--- src/sv/pts_pkg.sv ---
// Package for the priority task scheduler: widths, event kinds, status codes,
// controller states and the command/status structs. No dependencies.
package pts_pkg;

    localparam int NUM_PRIOS_DEF = 32;
    localparam int NUM_TASKS_DEF = 32;
    localparam int ID_W          = 5;
    localparam int SLICE_W       = 16;
    localparam int DEPTH_W       = 8;
    localparam logic [DEPTH_W-1:0] DEPTH_MAX = 8'd255;
    localparam logic [SLICE_W-1:0] SLICE_RESET = 16'd10;

    typedef enum logic [2:0] {
        K_MAKE_READY = 3'd0,
        K_REMOVE     = 3'd1,
        K_SWITCH     = 3'd2,
        K_TICK       = 3'd3,
        K_BLOCK      = 3'd4,
        K_SUSPEND    = 3'd5,
        K_RESUME     = 3'd6,
        K_UNUSED     = 3'd7
    } kind_t;

    typedef enum logic [1:0] {
        ST_OK      = 2'd0,
        ST_NOREADY = 2'd1,
        ST_INVALID = 2'd2,
        ST_RSVD    = 2'd3
    } status_t;

    // Controller states; every event walks a subset of these.
    typedef enum logic [3:0] {
        S_IDLE,     // wait for a word
        S_DECODE,   // checks, per-task reads
        S_ENQ,      // enqueue a task at its tail
        S_ENQ2,     // enqueue: link fixups
        S_UNL,      // unlink: read links of the task
        S_UNL2,     // unlink: apply
        S_SWPICK,   // switch: pick head of best priority
        S_SWDONE,   // switch: finalize current task
        S_OUT       // result word waits for the receiver
    } state_t;

    typedef enum logic [2:0] {
        OP_NONE,
        OP_DECODE,
        OP_ENQ_A,
        OP_ENQ_B,
        OP_UNL_A,
        OP_UNL_B,
        OP_PICK,
        OP_FINISH
    } op_t;

    typedef struct packed {
        op_t  op;
        logic load;       // capture input word
        logic enq_cur;    // enqueue target is the current task
        logic unl_pick;   // unlink target is the picked head
    } cmd_t;

    typedef struct packed {
        logic    done;        // event finished at decode
        logic    need_enq;    // valid make_ready
        logic    need_unl;    // valid remove
        logic    is_switch;   // switch needs a pick
        logic    enq_cur;     // switch must requeue current first
        logic    pick_self;   // picked task equals current
    } sts_t;

endpackage

--- src/sv/pts_datapath.sv ---
// Datapath of the scheduler: per-priority queue tables, per-task link tables,
// ready bitmap and scheduler registers. Depends on pts_pkg; driven by pts_ctrl.
module pts_datapath #(
    parameter int NUM_PRIOS = pts_pkg::NUM_PRIOS_DEF,
    parameter int NUM_TASKS = pts_pkg::NUM_TASKS_DEF
) (
    input  logic                         aclk,
    input  logic                         aresetn,
    input  logic                         cfg_we,
    input  logic                         cfg_addr,
    input  logic [pts_pkg::SLICE_W-1:0]  cfg_wdata,
    input  logic [2:0]                   in_kind,
    input  logic [pts_pkg::ID_W-1:0]     in_task_id,
    input  logic [pts_pkg::ID_W-1:0]     in_task_prio,
    input  pts_pkg::cmd_t                cmd,
    output pts_pkg::sts_t                sts,
    output logic [pts_pkg::ID_W-1:0]     o_task,
    output logic                         o_valid,
    output logic                         o_yield,
    output logic                         o_switched,
    output logic                         o_yreq,
    output logic [1:0]                   o_status
);
    localparam int TW = (NUM_TASKS > 1) ? $clog2(NUM_TASKS) : 1;
    localparam int PW = (NUM_PRIOS > 1) ? $clog2(NUM_PRIOS) : 1;
    localparam int ID_W = pts_pkg::ID_W;
    localparam int SLICE_W = pts_pkg::SLICE_W;

    // tables (undefined until written)
    logic [TW-1:0] head_mem [NUM_PRIOS];
    logic [TW-1:0] tail_mem [NUM_PRIOS];
    logic [TW-1:0] next_mem [NUM_TASKS];
    logic [TW-1:0] prev_mem [NUM_TASKS];
    logic [PW-1:0] prio_mem [NUM_TASKS];

    logic [NUM_PRIOS-1:0] bitmap_reg;
    logic [NUM_TASKS-1:0] queued_reg;
    logic [TW-1:0]        cur_reg;
    logic                 cur_valid_reg, cur_run_reg, yield_reg;
    logic [SLICE_W-1:0]   slice_reg, slice_ticks_reg;
    logic                 slicing_reg;
    logic [pts_pkg::DEPTH_W-1:0] depth_reg;

    // captured word
    pts_pkg::kind_t kind_reg;
    logic [ID_W-1:0] tid_reg, tpr_reg;
    logic            switched_reg, yreq_reg;
    pts_pkg::status_t status_reg;

    // working registers
    logic [TW-1:0] tgt_reg;       // task being enqueued or unlinked
    logic [PW-1:0] tp_reg;        // its priority
    logic [PW-1:0] cur_prio_reg;  // priority of current task
    logic [TW-1:0] hd_reg, tl_reg, lnx_reg, lpv_reg;
    logic          ne_reg;        // target priority queue nonempty
    logic [TW-1:0] pick_reg;

    // lowest set bit of the bitmap
    logic [PW-1:0] best_c;
    always_comb begin
        best_c = '0;
        for (int i = NUM_PRIOS - 1; i >= 0; i--) begin
            if (bitmap_reg[i]) best_c = PW'(i);
        end
    end

    logic tid_ok, tpr_ok;
    assign tid_ok = ({{(32-ID_W){1'b0}}, tid_reg} < 32'(NUM_TASKS));
    assign tpr_ok = ({{(32-ID_W){1'b0}}, tpr_reg} < 32'(NUM_PRIOS));
    logic [TW-1:0] tid_i;
    assign tid_i = TW'(tid_reg);

    // decode status
    always_comb begin
        sts.done = 1'b0;
        sts.need_enq = 1'b0;
        sts.need_unl = 1'b0;
        sts.is_switch = 1'b0;
        sts.enq_cur = cur_valid_reg && cur_run_reg && (cur_reg != pick_reg);
        sts.pick_self = cur_valid_reg && (cur_reg == pick_reg);
        case (kind_reg)
            pts_pkg::K_MAKE_READY: begin
                if (tid_ok && tpr_ok && !queued_reg[tid_i] &&
                    !(cur_valid_reg && cur_run_reg && cur_reg == tid_i))
                    sts.need_enq = 1'b1;
                else sts.done = 1'b1;
            end
            pts_pkg::K_REMOVE: begin
                if (tid_ok && queued_reg[tid_i]) sts.need_unl = 1'b1;
                else sts.done = 1'b1;
            end
            pts_pkg::K_SWITCH: begin
                if (depth_reg == '0 && bitmap_reg != '0) sts.is_switch = 1'b1;
                else sts.done = 1'b1;
            end
            default: sts.done = 1'b1;
        endcase
    end

    logic [TW-1:0] enq_t;
    always_comb enq_t = cmd.enq_cur ? cur_reg : tid_i;

    always_ff @(posedge aclk) begin
        if (!aresetn) begin
            bitmap_reg      <= '0;
            queued_reg      <= '0;
            cur_reg         <= '0;
            cur_valid_reg   <= 1'b0;
            cur_run_reg     <= 1'b0;
            yield_reg       <= 1'b0;
            slice_reg       <= '0;
            depth_reg       <= '0;
            slice_ticks_reg <= pts_pkg::SLICE_RESET;
            slicing_reg     <= 1'b1;
            kind_reg        <= pts_pkg::K_UNUSED;
            switched_reg    <= 1'b0;
            yreq_reg        <= 1'b0;
            status_reg      <= pts_pkg::ST_OK;
        end else begin
            if (cfg_we) begin
                if (!cfg_addr) slice_ticks_reg <= cfg_wdata;
                else slicing_reg <= cfg_wdata[0];
            end
            if (cmd.load) begin
                kind_reg     <= pts_pkg::kind_t'(in_kind);
                tid_reg      <= in_task_id;
                tpr_reg      <= in_task_prio;
                switched_reg <= 1'b0;
                yreq_reg     <= 1'b0;
                status_reg   <= pts_pkg::ST_OK;
                cur_prio_reg <= prio_mem[cur_reg];
            end
            case (cmd.op)
                pts_pkg::OP_DECODE: begin
                    pick_reg <= head_mem[best_c];
                    case (kind_reg)
                        pts_pkg::K_MAKE_READY: begin
                            if (!sts.need_enq) status_reg <= pts_pkg::ST_INVALID;
                            else begin
                                prio_mem[tid_i] <= tpr_reg[PW-1:0];
                                // a re-readied current task takes the new priority
                                if (cur_valid_reg && cur_reg != tid_i &&
                                    tpr_reg[PW-1:0] < cur_prio_reg)
                                    yield_reg <= 1'b1;
                            end
                        end
                        pts_pkg::K_REMOVE:
                            if (!sts.need_unl) status_reg <= pts_pkg::ST_INVALID;
                        pts_pkg::K_SWITCH: begin
                            if (depth_reg != '0) yield_reg <= 1'b1;
                            else if (bitmap_reg == '0)
                                status_reg <= pts_pkg::ST_NOREADY;
                        end
                        pts_pkg::K_TICK: begin
                            if (cur_valid_reg && depth_reg == '0 && slicing_reg) begin
                                if (slice_reg <= SLICE_W'(1)) begin
                                    if (bitmap_reg[cur_prio_reg]) begin
                                        slice_reg <= '0;
                                        yield_reg <= 1'b1;
                                    end else slice_reg <= slice_ticks_reg;
                                end else slice_reg <= slice_reg - SLICE_W'(1);
                            end
                        end
                        pts_pkg::K_BLOCK: begin
                            if (!cur_valid_reg || !cur_run_reg)
                                status_reg <= pts_pkg::ST_INVALID;
                            else cur_run_reg <= 1'b0;
                        end
                        pts_pkg::K_SUSPEND: begin
                            if (depth_reg == pts_pkg::DEPTH_MAX)
                                status_reg <= pts_pkg::ST_INVALID;
                            else depth_reg <= depth_reg + 8'd1;
                        end
                        pts_pkg::K_RESUME: begin
                            if (depth_reg == '0) status_reg <= pts_pkg::ST_INVALID;
                            else begin
                                depth_reg <= depth_reg - 8'd1;
                                yreq_reg <= (depth_reg == 8'd1) && yield_reg;
                            end
                        end
                        default: status_reg <= pts_pkg::ST_INVALID;
                    endcase
                end
                pts_pkg::OP_ENQ_A: begin
                    tgt_reg <= enq_t;
                    tp_reg  <= cmd.enq_cur ? cur_prio_reg : tpr_reg[PW-1:0];
                    ne_reg  <= bitmap_reg[cmd.enq_cur ? cur_prio_reg : tpr_reg[PW-1:0]];
                    tl_reg  <= tail_mem[cmd.enq_cur ? cur_prio_reg : tpr_reg[PW-1:0]];
                end
                pts_pkg::OP_ENQ_B: begin
                    if (!ne_reg) begin
                        head_mem[tp_reg] <= tgt_reg;
                        prev_mem[tgt_reg] <= tgt_reg;
                        bitmap_reg[tp_reg] <= 1'b1;
                    end else begin
                        next_mem[tl_reg] <= tgt_reg;
                        prev_mem[tgt_reg] <= tl_reg;
                    end
                    tail_mem[tp_reg] <= tgt_reg;
                    next_mem[tgt_reg] <= tgt_reg;
                    queued_reg[tgt_reg] <= 1'b1;
                end
                pts_pkg::OP_UNL_A: begin
                    tgt_reg <= cmd.unl_pick ? pick_reg : tid_i;
                    tp_reg  <= prio_mem[cmd.unl_pick ? pick_reg : tid_i];
                    lnx_reg <= next_mem[cmd.unl_pick ? pick_reg : tid_i];
                    lpv_reg <= prev_mem[cmd.unl_pick ? pick_reg : tid_i];
                    hd_reg  <= head_mem[prio_mem[cmd.unl_pick ? pick_reg : tid_i]];
                    tl_reg  <= tail_mem[prio_mem[cmd.unl_pick ? pick_reg : tid_i]];
                end
                pts_pkg::OP_UNL_B: begin
                    if (hd_reg == tgt_reg && tl_reg == tgt_reg)
                        bitmap_reg[tp_reg] <= 1'b0;
                    else if (hd_reg == tgt_reg) head_mem[tp_reg] <= lnx_reg;
                    else if (tl_reg == tgt_reg) tail_mem[tp_reg] <= lpv_reg;
                    else begin
                        next_mem[lpv_reg] <= lnx_reg;
                        prev_mem[lnx_reg] <= lpv_reg;
                    end
                    queued_reg[tgt_reg] <= 1'b0;
                end
                pts_pkg::OP_PICK: begin
                    // pick was latched at decode, so a later requeue of the current task does not change it
                    switched_reg <= !sts.pick_self;
                end
                pts_pkg::OP_FINISH: begin
                    cur_reg       <= pick_reg;
                    cur_valid_reg <= 1'b1;
                    cur_run_reg   <= 1'b1;
                    slice_reg     <= slice_ticks_reg;
                    yield_reg     <= 1'b0;
                end
                default: ;
            endcase
        end
    end

    assign o_task     = ID_W'(cur_reg);
    assign o_valid    = cur_valid_reg;
    assign o_yield    = yield_reg;
    assign o_switched = switched_reg;
    assign o_yreq     = yreq_reg;
    assign o_status   = status_reg;
endmodule

--- src/sv/pts_ctrl.sv ---
// Controller FSM of the scheduler: sequences table reads and writes per event
// and runs the stream handshake. Depends on pts_pkg.
module pts_ctrl (
    input  logic          aclk,
    input  logic          aresetn,
    input  logic          s_axis_tvalid,
    output logic          s_axis_tready,
    output logic          m_axis_tvalid,
    input  logic          m_axis_tready,
    input  pts_pkg::sts_t sts,
    output pts_pkg::cmd_t cmd
);
    pts_pkg::state_t state_reg, state_next;
    logic enq_cur_reg, enq_cur_next;

    always_ff @(posedge aclk) begin
        if (!aresetn) begin
            state_reg   <= pts_pkg::S_IDLE;
            enq_cur_reg <= 1'b0;
        end else begin
            state_reg   <= state_next;
            enq_cur_reg <= enq_cur_next;
        end
    end

    always_comb begin
        state_next    = state_reg;
        enq_cur_next  = enq_cur_reg;
        cmd           = '{op: pts_pkg::OP_NONE, load: 1'b0, enq_cur: 1'b0,
                          unl_pick: 1'b0};
        s_axis_tready = 1'b0;
        m_axis_tvalid = 1'b0;
        case (state_reg)
            pts_pkg::S_IDLE: begin
                s_axis_tready = 1'b1;
                if (s_axis_tvalid) begin
                    cmd.load = 1'b1;
                    state_next = pts_pkg::S_DECODE;
                end
            end
            pts_pkg::S_DECODE: begin
                cmd.op = pts_pkg::OP_DECODE;
                enq_cur_next = 1'b0;
                if (sts.need_enq) state_next = pts_pkg::S_ENQ;
                else if (sts.need_unl) state_next = pts_pkg::S_UNL;
                else if (sts.is_switch) state_next = pts_pkg::S_SWPICK;
                else state_next = pts_pkg::S_OUT;
            end
            pts_pkg::S_SWPICK: begin
                cmd.op = pts_pkg::OP_PICK;
                enq_cur_next = sts.enq_cur;
                state_next = sts.enq_cur ? pts_pkg::S_ENQ : pts_pkg::S_UNL;
            end
            pts_pkg::S_ENQ: begin
                cmd.op = pts_pkg::OP_ENQ_A;
                cmd.enq_cur = enq_cur_reg;
                state_next = pts_pkg::S_ENQ2;
            end
            pts_pkg::S_ENQ2: begin
                cmd.op = pts_pkg::OP_ENQ_B;
                state_next = enq_cur_reg ? pts_pkg::S_UNL : pts_pkg::S_OUT;
            end
            pts_pkg::S_UNL: begin
                cmd.op = pts_pkg::OP_UNL_A;
                cmd.unl_pick = sts.is_switch;
                state_next = pts_pkg::S_UNL2;
            end
            pts_pkg::S_UNL2: begin
                cmd.op = pts_pkg::OP_UNL_B;
                state_next = sts.is_switch ? pts_pkg::S_SWDONE : pts_pkg::S_OUT;
            end
            pts_pkg::S_SWDONE: begin
                cmd.op = pts_pkg::OP_FINISH;
                state_next = pts_pkg::S_OUT;
            end
            pts_pkg::S_OUT: begin
                m_axis_tvalid = 1'b1;
                if (m_axis_tready) state_next = pts_pkg::S_IDLE;
            end
            default: state_next = pts_pkg::S_IDLE;
        endcase
    end
endmodule

--- src/sv/priority_task_scheduler_top.sv ---
// Top level of the priority task scheduler: stream ports, config port,
// controller and datapath. Depends on pts_pkg, pts_ctrl, pts_datapath.
//
// Usage: one event word in on s_axis, exactly one result word out on m_axis.
// s_axis_tuser: kind[2:0]. s_axis_tdata: task_id[4:0], task_prio[9:5], zero filled.
// m_axis_tdata: running_task[4:0], running_valid[5], yield_flag[6],
//   switched[7], yield_request[8], status[10:9], zero filled.
// One event at a time: checks, suspend, resume, tick, block end at decode;
// make_ready or remove add an enqueue or unlink, a switch a pick, unlink
// and finish, with a requeue of a still-running outgoing task first; the steps follow
// sequential reads and writes of the link and queue tables, one port each.
// The result sits in a register until m_axis_tready; s_axis_tready stays
// low meanwhile, so a stalled receiver stalls the sender.
// Reset (aresetn low, synchronous) empties all queues, clears the current
// task, suspend depth and yield flag, and sets slice_ticks 10, slicing on.
// Config: cfg_we writes cfg_wdata to register cfg_addr (0 slice_ticks,
// 1 slicing_on); user writes only while no event is in flight (not enforced).
module priority_task_scheduler_top #(
    parameter int NUM_PRIOS = pts_pkg::NUM_PRIOS_DEF,
    parameter int NUM_TASKS = pts_pkg::NUM_TASKS_DEF
) (
    input  logic        aclk,
    input  logic        aresetn,
    input  logic        s_axis_tvalid,
    output logic        s_axis_tready,
    input  logic [2:0]  s_axis_tuser,  // kind
    input  logic [15:0] s_axis_tdata,  // task_id, task_prio
    output logic        m_axis_tvalid,
    input  logic        m_axis_tready,
    output logic [15:0] m_axis_tdata,  // running_task, running_valid, yield_flag,
                                       // switched, yield_request, status
    input  logic        cfg_we,
    input  logic        cfg_addr,
    input  logic [15:0] cfg_wdata
);
    pts_pkg::cmd_t cmd;
    pts_pkg::sts_t sts;
    logic [4:0] o_task;
    logic o_valid, o_yield, o_switched, o_yreq;
    logic [1:0] o_status;

    pts_ctrl u_ctrl (
        .aclk, .aresetn, .s_axis_tvalid, .s_axis_tready,
        .m_axis_tvalid, .m_axis_tready, .sts, .cmd
    );

    pts_datapath #(.NUM_PRIOS(NUM_PRIOS), .NUM_TASKS(NUM_TASKS)) u_dp (
        .aclk, .aresetn, .cfg_we, .cfg_addr, .cfg_wdata,
        .in_kind(s_axis_tuser), .in_task_id(s_axis_tdata[4:0]),
        .in_task_prio(s_axis_tdata[9:5]), .cmd, .sts,
        .o_task, .o_valid, .o_yield, .o_switched, .o_yreq, .o_status
    );

    assign m_axis_tdata = {5'd0, o_status, o_yreq, o_switched, o_yield, o_valid, o_task};
endmodule
--- config.mk ---
export PLATFORM = sky130hd
export DESIGN_NAME = priority_task_scheduler_top
export DESIGN_NICKNAME = d
export VERILOG_FILES = /design/src/sv/pts_pkg.sv /design/src/sv/pts_datapath.sv /design/src/sv/pts_ctrl.sv /design/src/sv/priority_task_scheduler_top.sv
export SDC_FILE = /design/constraint.sdc
export NUM_CORES = 2
export LEC_CHECK = 0
export BUFFER_PORTS_ARGS = -buffer_cell sky130_fd_sc_hd__buf_4
export CAP_MARGIN = 20
export CORE_MARGIN = 10
export CORE_UTILIZATION = 50
export CTS_CLUSTER_SIZE = 16
export DETAILED_ROUTE_END_ITERATION = 8
export PLACE_DENSITY_LB_ADDON = 0.05
export RECOVER_POWER = 25
export SYNTH_ARGS = -nofsm -noshare
export SYNTH_HDL_FRONTEND = slang
export SYNTH_SLANG_ARGS = --single-unit
--- constraint.sdc ---
create_clock -name aclk -period 7.36 [get_ports aclk]
set_input_delay 1.472 -clock aclk [delete_from_list [all_inputs] [get_ports aclk]]
set_output_delay 1.472 -clock aclk [all_outputs]
set_load 0.1 [all_outputs]
Word-level counts from Yosys, hierarchy flattened --
Memory sizes are Yosys's and may differ from the RTL's. A register that Yosys moved wholly into a read port is not among the register bits. Cells that the tools add are included. Widths: inputs -> output; s select.
Cells by class: add/sub/neg operators 3, order comparisons 9, equal/unequal tests 46, muxes and demuxes 152, bitwise operators 10, reduce and logical (&&, ||, !) cells 47
Operator list (count):
- $mux 5 | 42
- $pmux 32 s2 | 2
- $mux 1 | 66
- $and 32x32->32 | 2
- $mux 16 | 4
- $mux 32 | 2
- $not 32->32 | 2
- $or 32x32->32 | 2
- $pmux 4 s9 | 1
- $logic_not 32->1 | 1
- $pmux 16 s2 | 1
- $reduce_bool 32->1 | 1
- $lt 5x6->1 const B | 5
- $pmux 5 s2 | 3
- $mux 4 | 7
- $eq 3x3->1 const B | 7
- $pmux 3 s7 | 1
- $eq 5x5->1 | 4
- $mux 2 | 9
- $eq 4x3->1 const B | 4
- $le 16x1->1 const B | 1
- $mux 8 | 2
- $ne 2x2->1 const B | 8
- $pmux 8 s2 | 1
- other kinds (38) | 89
Storage, ports and cells: flip-flop bits (word level) 151, bits in writable memories 800, input bits 41, logic and storage cells 294, memories 5
Memories:
- u_dp.head_mem | depth 32, bits a word 5, read ports 2, clocked after Yosys merged registers in 2, write ports 1, line pts_datapath.sv:30 | logic [TW-1:0] head_mem [NUM_PRIOS];
- u_dp.next_mem | depth 32, bits a word 5, read ports 1, clocked after Yosys merged registers in 1, write ports 2, line pts_datapath.sv:32 | logic [TW-1:0] next_mem [NUM_TASKS];
- u_dp.prev_mem | depth 32, bits a word 5, read ports 1, clocked after Yosys merged registers in 1, write ports 1, line pts_datapath.sv:33 | logic [TW-1:0] prev_mem [NUM_TASKS];
- u_dp.prio_mem | depth 32, bits a word 5, read ports 2, clocked after Yosys merged registers in 1, write ports 1, line pts_datapath.sv:34 | logic [PW-1:0] prio_mem [NUM_TASKS];
- u_dp.tail_mem | depth 32, bits a word 5, read ports 2, clocked after Yosys merged registers in 0, write ports 1, line pts_datapath.sv:31 | logic [TW-1:0] tail_mem [NUM_PRIOS];

Longest topological paths before layout --
depth in word-level cells 32, mapped depth 20

Cells and area by module --
Synthesis repeated with hierarchy kept, for this count alone.
Unflattened totals: cells, all modules 3845, area, all modules 47041.4 sq um
By module, submodules not included:
- pts_datapath | instances 1, cells each 3780, area each 46579.7 sq um
- pts_ctrl | instances 1, cells each 55, area each 390.4 sq um
- priority_task_scheduler_top | instances 1, cells each 10, area each 71.3 sq um

Worst setup path before layout --
OpenSTA, ideal clock, no wires.
path kind reg2reg, start register u_ctrl.state_reg[0], end register u_dp.cur_prio_reg[0], read port of u_dp.prio_mem, enable pin, arrival time 5.357 ns, path slack 1.616 ns, cell stages (with the launch flop) 5, path buffers 1, clock period less this slack 5.744 ns, cell sequence dfxtp_1 -> clkbuf_1 -> nor4_1 -> nand2_1 -> nor2_1
Between the ends: word-level cells in the longest chain between the ends 3
Ends and longest elaborated chain:
- start: declaration | line pts_ctrl.sv:13 | pts_pkg::state_t state_reg, state_next;
- start signal: assignment | line pts_ctrl.sv:18 | state_reg <= pts_pkg::S_IDLE;
- start signal: assignment | line pts_ctrl.sv:21 | state_reg <= state_next;
- $logic_not 4->1 | line pts_ctrl.sv:33 | case (state_reg)
- $mux 1 | line pts_ctrl.sv:33
- $reduce_and 2->1 (no source line)
- end: declaration | line pts_datapath.sv:53 | logic [PW-1:0] cur_prio_reg;
Every way passes these cells. A chain may end at the register's enable or synchronous reset.

Worst setup path after layout --
start input aresetn, end memory u_dp.prev_mem[3][2] in the netlist's numbering, enable pin
Between the ends: word-level cells in the longest chain between the ends 4, elaborated cells between the ends (all ways) 10
Ends and longest elaborated chain:
- start: declaration | line priority_task_scheduler_top.sv:23 | input logic aresetn,
- $mux 1 | line pts_datapath.sv:104 | if (!aresetn) begin
- $mux 1, on equally long branches | line pts_datapath.sv:218, pts_datapath.sv:193, pts_datapath.sv:197
- $reduce_or 5->1 (no source line) / $or 1x1->1 (equally long branches)
- $mux 5 (no source line) / $mux 1 (equally long branches)
- end: declaration | line pts_datapath.sv:33
Several ways; a longest one is shown, not always the timed one.

==> reports/metrics.sh <==
ACHIEVABLE-FREQUENCY_MHz=153
WORST_R2R_PATH_DEPTH=14
START_UTIL_PCT=50.4
SYNTHESIS.INSTANCES=4231
DIE_H_UM=329
NUMCLOCKSINKS=976
RUN_STATUS='finished, violations left'
CTSROOTBUFFERMASTER='sky130_fd_sc_hd__clkbuf_16'
FINAL_HOLD_VIOLATION_COUNT=0
HTREE_NUM_LEVELS=3
CLKLATENCYLATEPIN_NS=0.70
SYNTH_TOP_CELLS_BY_AREA='sky130_fd_sc_hd__edfxtp_1 (53%), sky130_fd_sc_hd__nand2_1 (7.2%), sky130_fd_sc_hd__mux2i_1 (6.1%), sky130_fd_sc_hd__dfxtp_1 (5.2%), sky130_fd_sc_hd__mux4_2 (3.6%)'
DETAILEDROUTE.FIRSTITERATIONVIOLATIONS=3401
WORSTSETUPENDPOINTTYPE='flop'
HP-START='u_dp.slice_ticks_reg[5]'
GLOBALPLACE.CONGESTION=0.873
PLACEDINSTANCEAREA_UM2=49200
SETUP_TOTAL_NEGATIVE_SLACK_NS=0
WHS_ENDPOINT='u_dp.slice_ticks_reg[5]'
CLOCK_TREE.BUFFER_DEPTH=3
FINAL-SETUP-VIOL-COUNT=0
GRT_MAX_DEGREE=94
YOSYSTOPAREACELL='sky130_fd_sc_hd__edfxtp_1'
SYN_AREA_PER_CELL_UM2=11.3
ROUTED_WIRELENGTH_UM=138000
TOTAL_POWER_W=0.0121
ROUTED-VIA-COUNT=33900
WP_DATA_ARRIVAL_NS=6.84
MIN_PATH_CELLS=2
YS_SEQ_ELEMENTS=976
SYNTHARSTFLOPSHARE_PCT=0
CAPTURING_POINT_OF_THE_WORST_REG2REG_PATH='u_dp.hd_reg[1]'
DETAILEDROUTE.FIRSTPASSITERATIONCOUNT=5
CTS_TREE='built'
REG2REG_SLACK_NS=0.98
ROUTE.DETAILED.DRC=0
POSTROUTEANTENNANETS=0
GLOBAL_ROUTE.OVERFLOW_TOTAL=0
TIMING.FINAL.CRIT_PERIOD_NS=6.52
FINAL.SETUP_SKEW_NS=0.0256
POWER.IR.VDD_WORST_mV=0.221
CELLPOWERDENSITY_nW_PER_UM2=231
GRT_PASS1_WL_UM=207000
PLACE.DETAILED.HPWL_UM=90200
SYNTH_ENABLE_FLOP_CELLS=851
SYNTH_LARGEST_TYPE_AREA_FRACTION_PCT=53.5
YOSYS_WARNINGS=0
WORSTSETUPPATHTYPE='in -> reg'
HOLDBUFCOUNTCTS=0
ANTENNA_FOUND_INITIAL=2
TIMING_MAX_TRANSITION_VIOLATIONS_FINAL=422
TRACK_USAGE_PCT=24.9
WIRE_PER_INST_UM=25.0
HOLD_PATH.CLASS='reg -> reg'
DESIGN.FINAL.NETS=4203
FLOORPLAN.IO_PINS=59
DIE_AREA_UM2=108000
FINAL_COMMON_CELL='sky130_fd_sc_hd__nand2_1'
PERIOD_SHARE_PCT=88.6
UNREPAIRED_SETUP_ENDPOINTS_AFTER_GLOBAL_ROUTING='no'
VIOLATIONS='max-capacitance violations, max-slew violations'
CATEGORY_OF_THE_WORST_SETUP_PATH_LAUNCH_POINT='input port'
POST_CTS.REPAIR.SETUP_BUFFERS=0
GRT_PASS1_VIAS=32300
SEQ_AREA_FRAC_SYNTH_PCT=58.7
LAYOUT_COMMON_CELLS='sky130_fd_sc_hd__nand2_1 (911), sky130_fd_sc_hd__edfxtp_1 (851), sky130_fd_sc_hd__nor2_1 (308)'
CTS.CLK_SLEW.WORST_PATHS_NS=0.06
PORT_BUFFERS=47
FLOORPLAN.ROWS=113
AREA_GROWTH_PCT=9.94
TIMING.CRITICAL_PATH.FANOUT_MAX=45
FIN_AREA_UM2=52500
CORE-AREA_UM2=94900
FINALHOLDWORSTSLACK_NS=0.459
SLEW_HEADROOM_PCT=-135
WORST_SLEW_PIN_SLEW_NS=3.52
CHIPWIDTH_UM=329
CTS_RESIZED=0
CTS_INSERTED_BUFFERS=104
NETLIST_AREA_UM2=47800
SYNTH-MAIN-FF-CELL='sky130_fd_sc_hd__edfxtp_1'
MAX_CAP_VIOLATIONS=11
AVGVIACOUNTPERCELL=6.15
P_LEAK_nW=18.6
SYNTH_CELL_TYPES=81
TIMING.CRITICAL_PATH.REQUIRED_NS=7.68
FINAL_LAYOUT_SIZE_SUFFIX_GT1_SHARE_PCT=10.8
==> layer usage <==
layer	wire length [µm]	global-route usage, %	vias up
li1	-	-	15500
met1	60400	35.6	16700
met2	63000	39.0	1356
met3	9950	3.58	250
met4	4490	8.25	2
met5	13	0	-
==> cell type report <==
| class | instances | area [µm²] |
|---|---|---|
| diodes | 1 | 2.50 |
| flip-flops and latches | 976 | 28100 |
| clock inverters | 59 | 652 |
| repair buffers | 149 | 1130 |
| inverters | 48 | 180 |
| fillers | 8079 | 42300 |
| well taps | 1265 | 1580 |
| clock buffers | 134 | 2760 |
| multi-input cells | 2873 | 18200 |
==> cell usage after synthesis (all sizes together), types with 7 or more instances <==
cell type  instances
buf              100
o211ai            15
nor3b             12
a32oi             12
or3               10
o21ai             73
a32o               7
a311oi            72
nand2            912
nand4             19
mux2              68
nand3b             8
clkbuf           238
mux4              77
nor4              17
xnor2             16
a221oi            27
dfxtp            125
a22o              10
and3              62
a22oi             25
nor2b             29
inv               47
and2              51
a211oi           105
nand2b            13
xor2              13
edfxtp           851
o31ai             24
or4                9
nand3            236
nor2             312
ha                10
o311ai            13
a31oi             73
mux2i            293
a21oi            110
o22ai             33
nor3              37
==> worst max-delay path: stages <==
cell,delay (ns)
sky130_fd_sc_hd__clkbuf_1,1.50
sky130_fd_sc_hd__inv_1,0.94
sky130_fd_sc_hd__nor3_1,0.49
sky130_fd_sc_hd__nand2b_1,0.09
sky130_fd_sc_hd__buf_4,0.24
sky130_fd_sc_hd__clkinv_1,0.21
sky130_fd_sc_hd__nand2_1,0.08
sky130_fd_sc_hd__buf_4,0.24
sky130_fd_sc_hd__nand2_1,0.14
sky130_fd_sc_hd__a21boi_0,0.39
sky130_fd_sc_hd__nand2_1,0.47
sky130_fd_sc_hd__nor2_1,0.52
==> per-stage QoR <==
| step | setup slack, ns | instances | utilization (%) |
|---|---|---|---|
| floorplan | 1.62 | 4235 | - |
| global placement | 1.08 | 5309 | 51.8 |
| CTS | 1.01 | 5504 | 55.5 |
| global route | 0.382 | 5504 | 55.4 |
| finish | 0.840 | 5505 | 55.4 |
| detailed placement | 1.05 | 5311 | 51.9 |
==> power breakdown <==
| group | leakage, nW | internal (W) | switching, W |
|---|---|---|---|
| clock | 1.66 | 0.00304 | 0.00223 |
| sequential | 8.66 | 0.00597 | 0.0000259 |
| combinational | 8.33 | 0.000301 | 0.000564 |
==> how the worst max path moves through the flow <==
stage                   startpoint              endpoint  slack (ns)  cells past startpoint
6_report                   aresetn   u_dp.prev_mem[3][2]        0.84                     12
3_5_place_dp                  flop        u_dp.tl_reg[1]        1.05                     15
3_3_place_gp                  flop        u_dp.hd_reg[0]        1.08                     14
4_1_cts                       flop        u_dp.tl_reg[1]        1.01                     15
5_1_grt                    aresetn   u_dp.prev_mem[7][0]        0.38                     12
2_1_floorplan  u_ctrl.state_reg[0]  u_dp.cur_prio_reg[0]        1.62                      4
==> cell families after synthesis <==
group                      share of synthesized area, %
DFF                                                58.7
other                                           0.00785
AOI/OAI and AO/OA                                  9.37
xor gates and xnor gates                          0.531
and+or+nand+nor                                    16.0
muxes                                              11.5
adders and majority gates                         0.262
buffers and inverters                              3.62
Note: power is estimated with default switching activity, not from simulation.
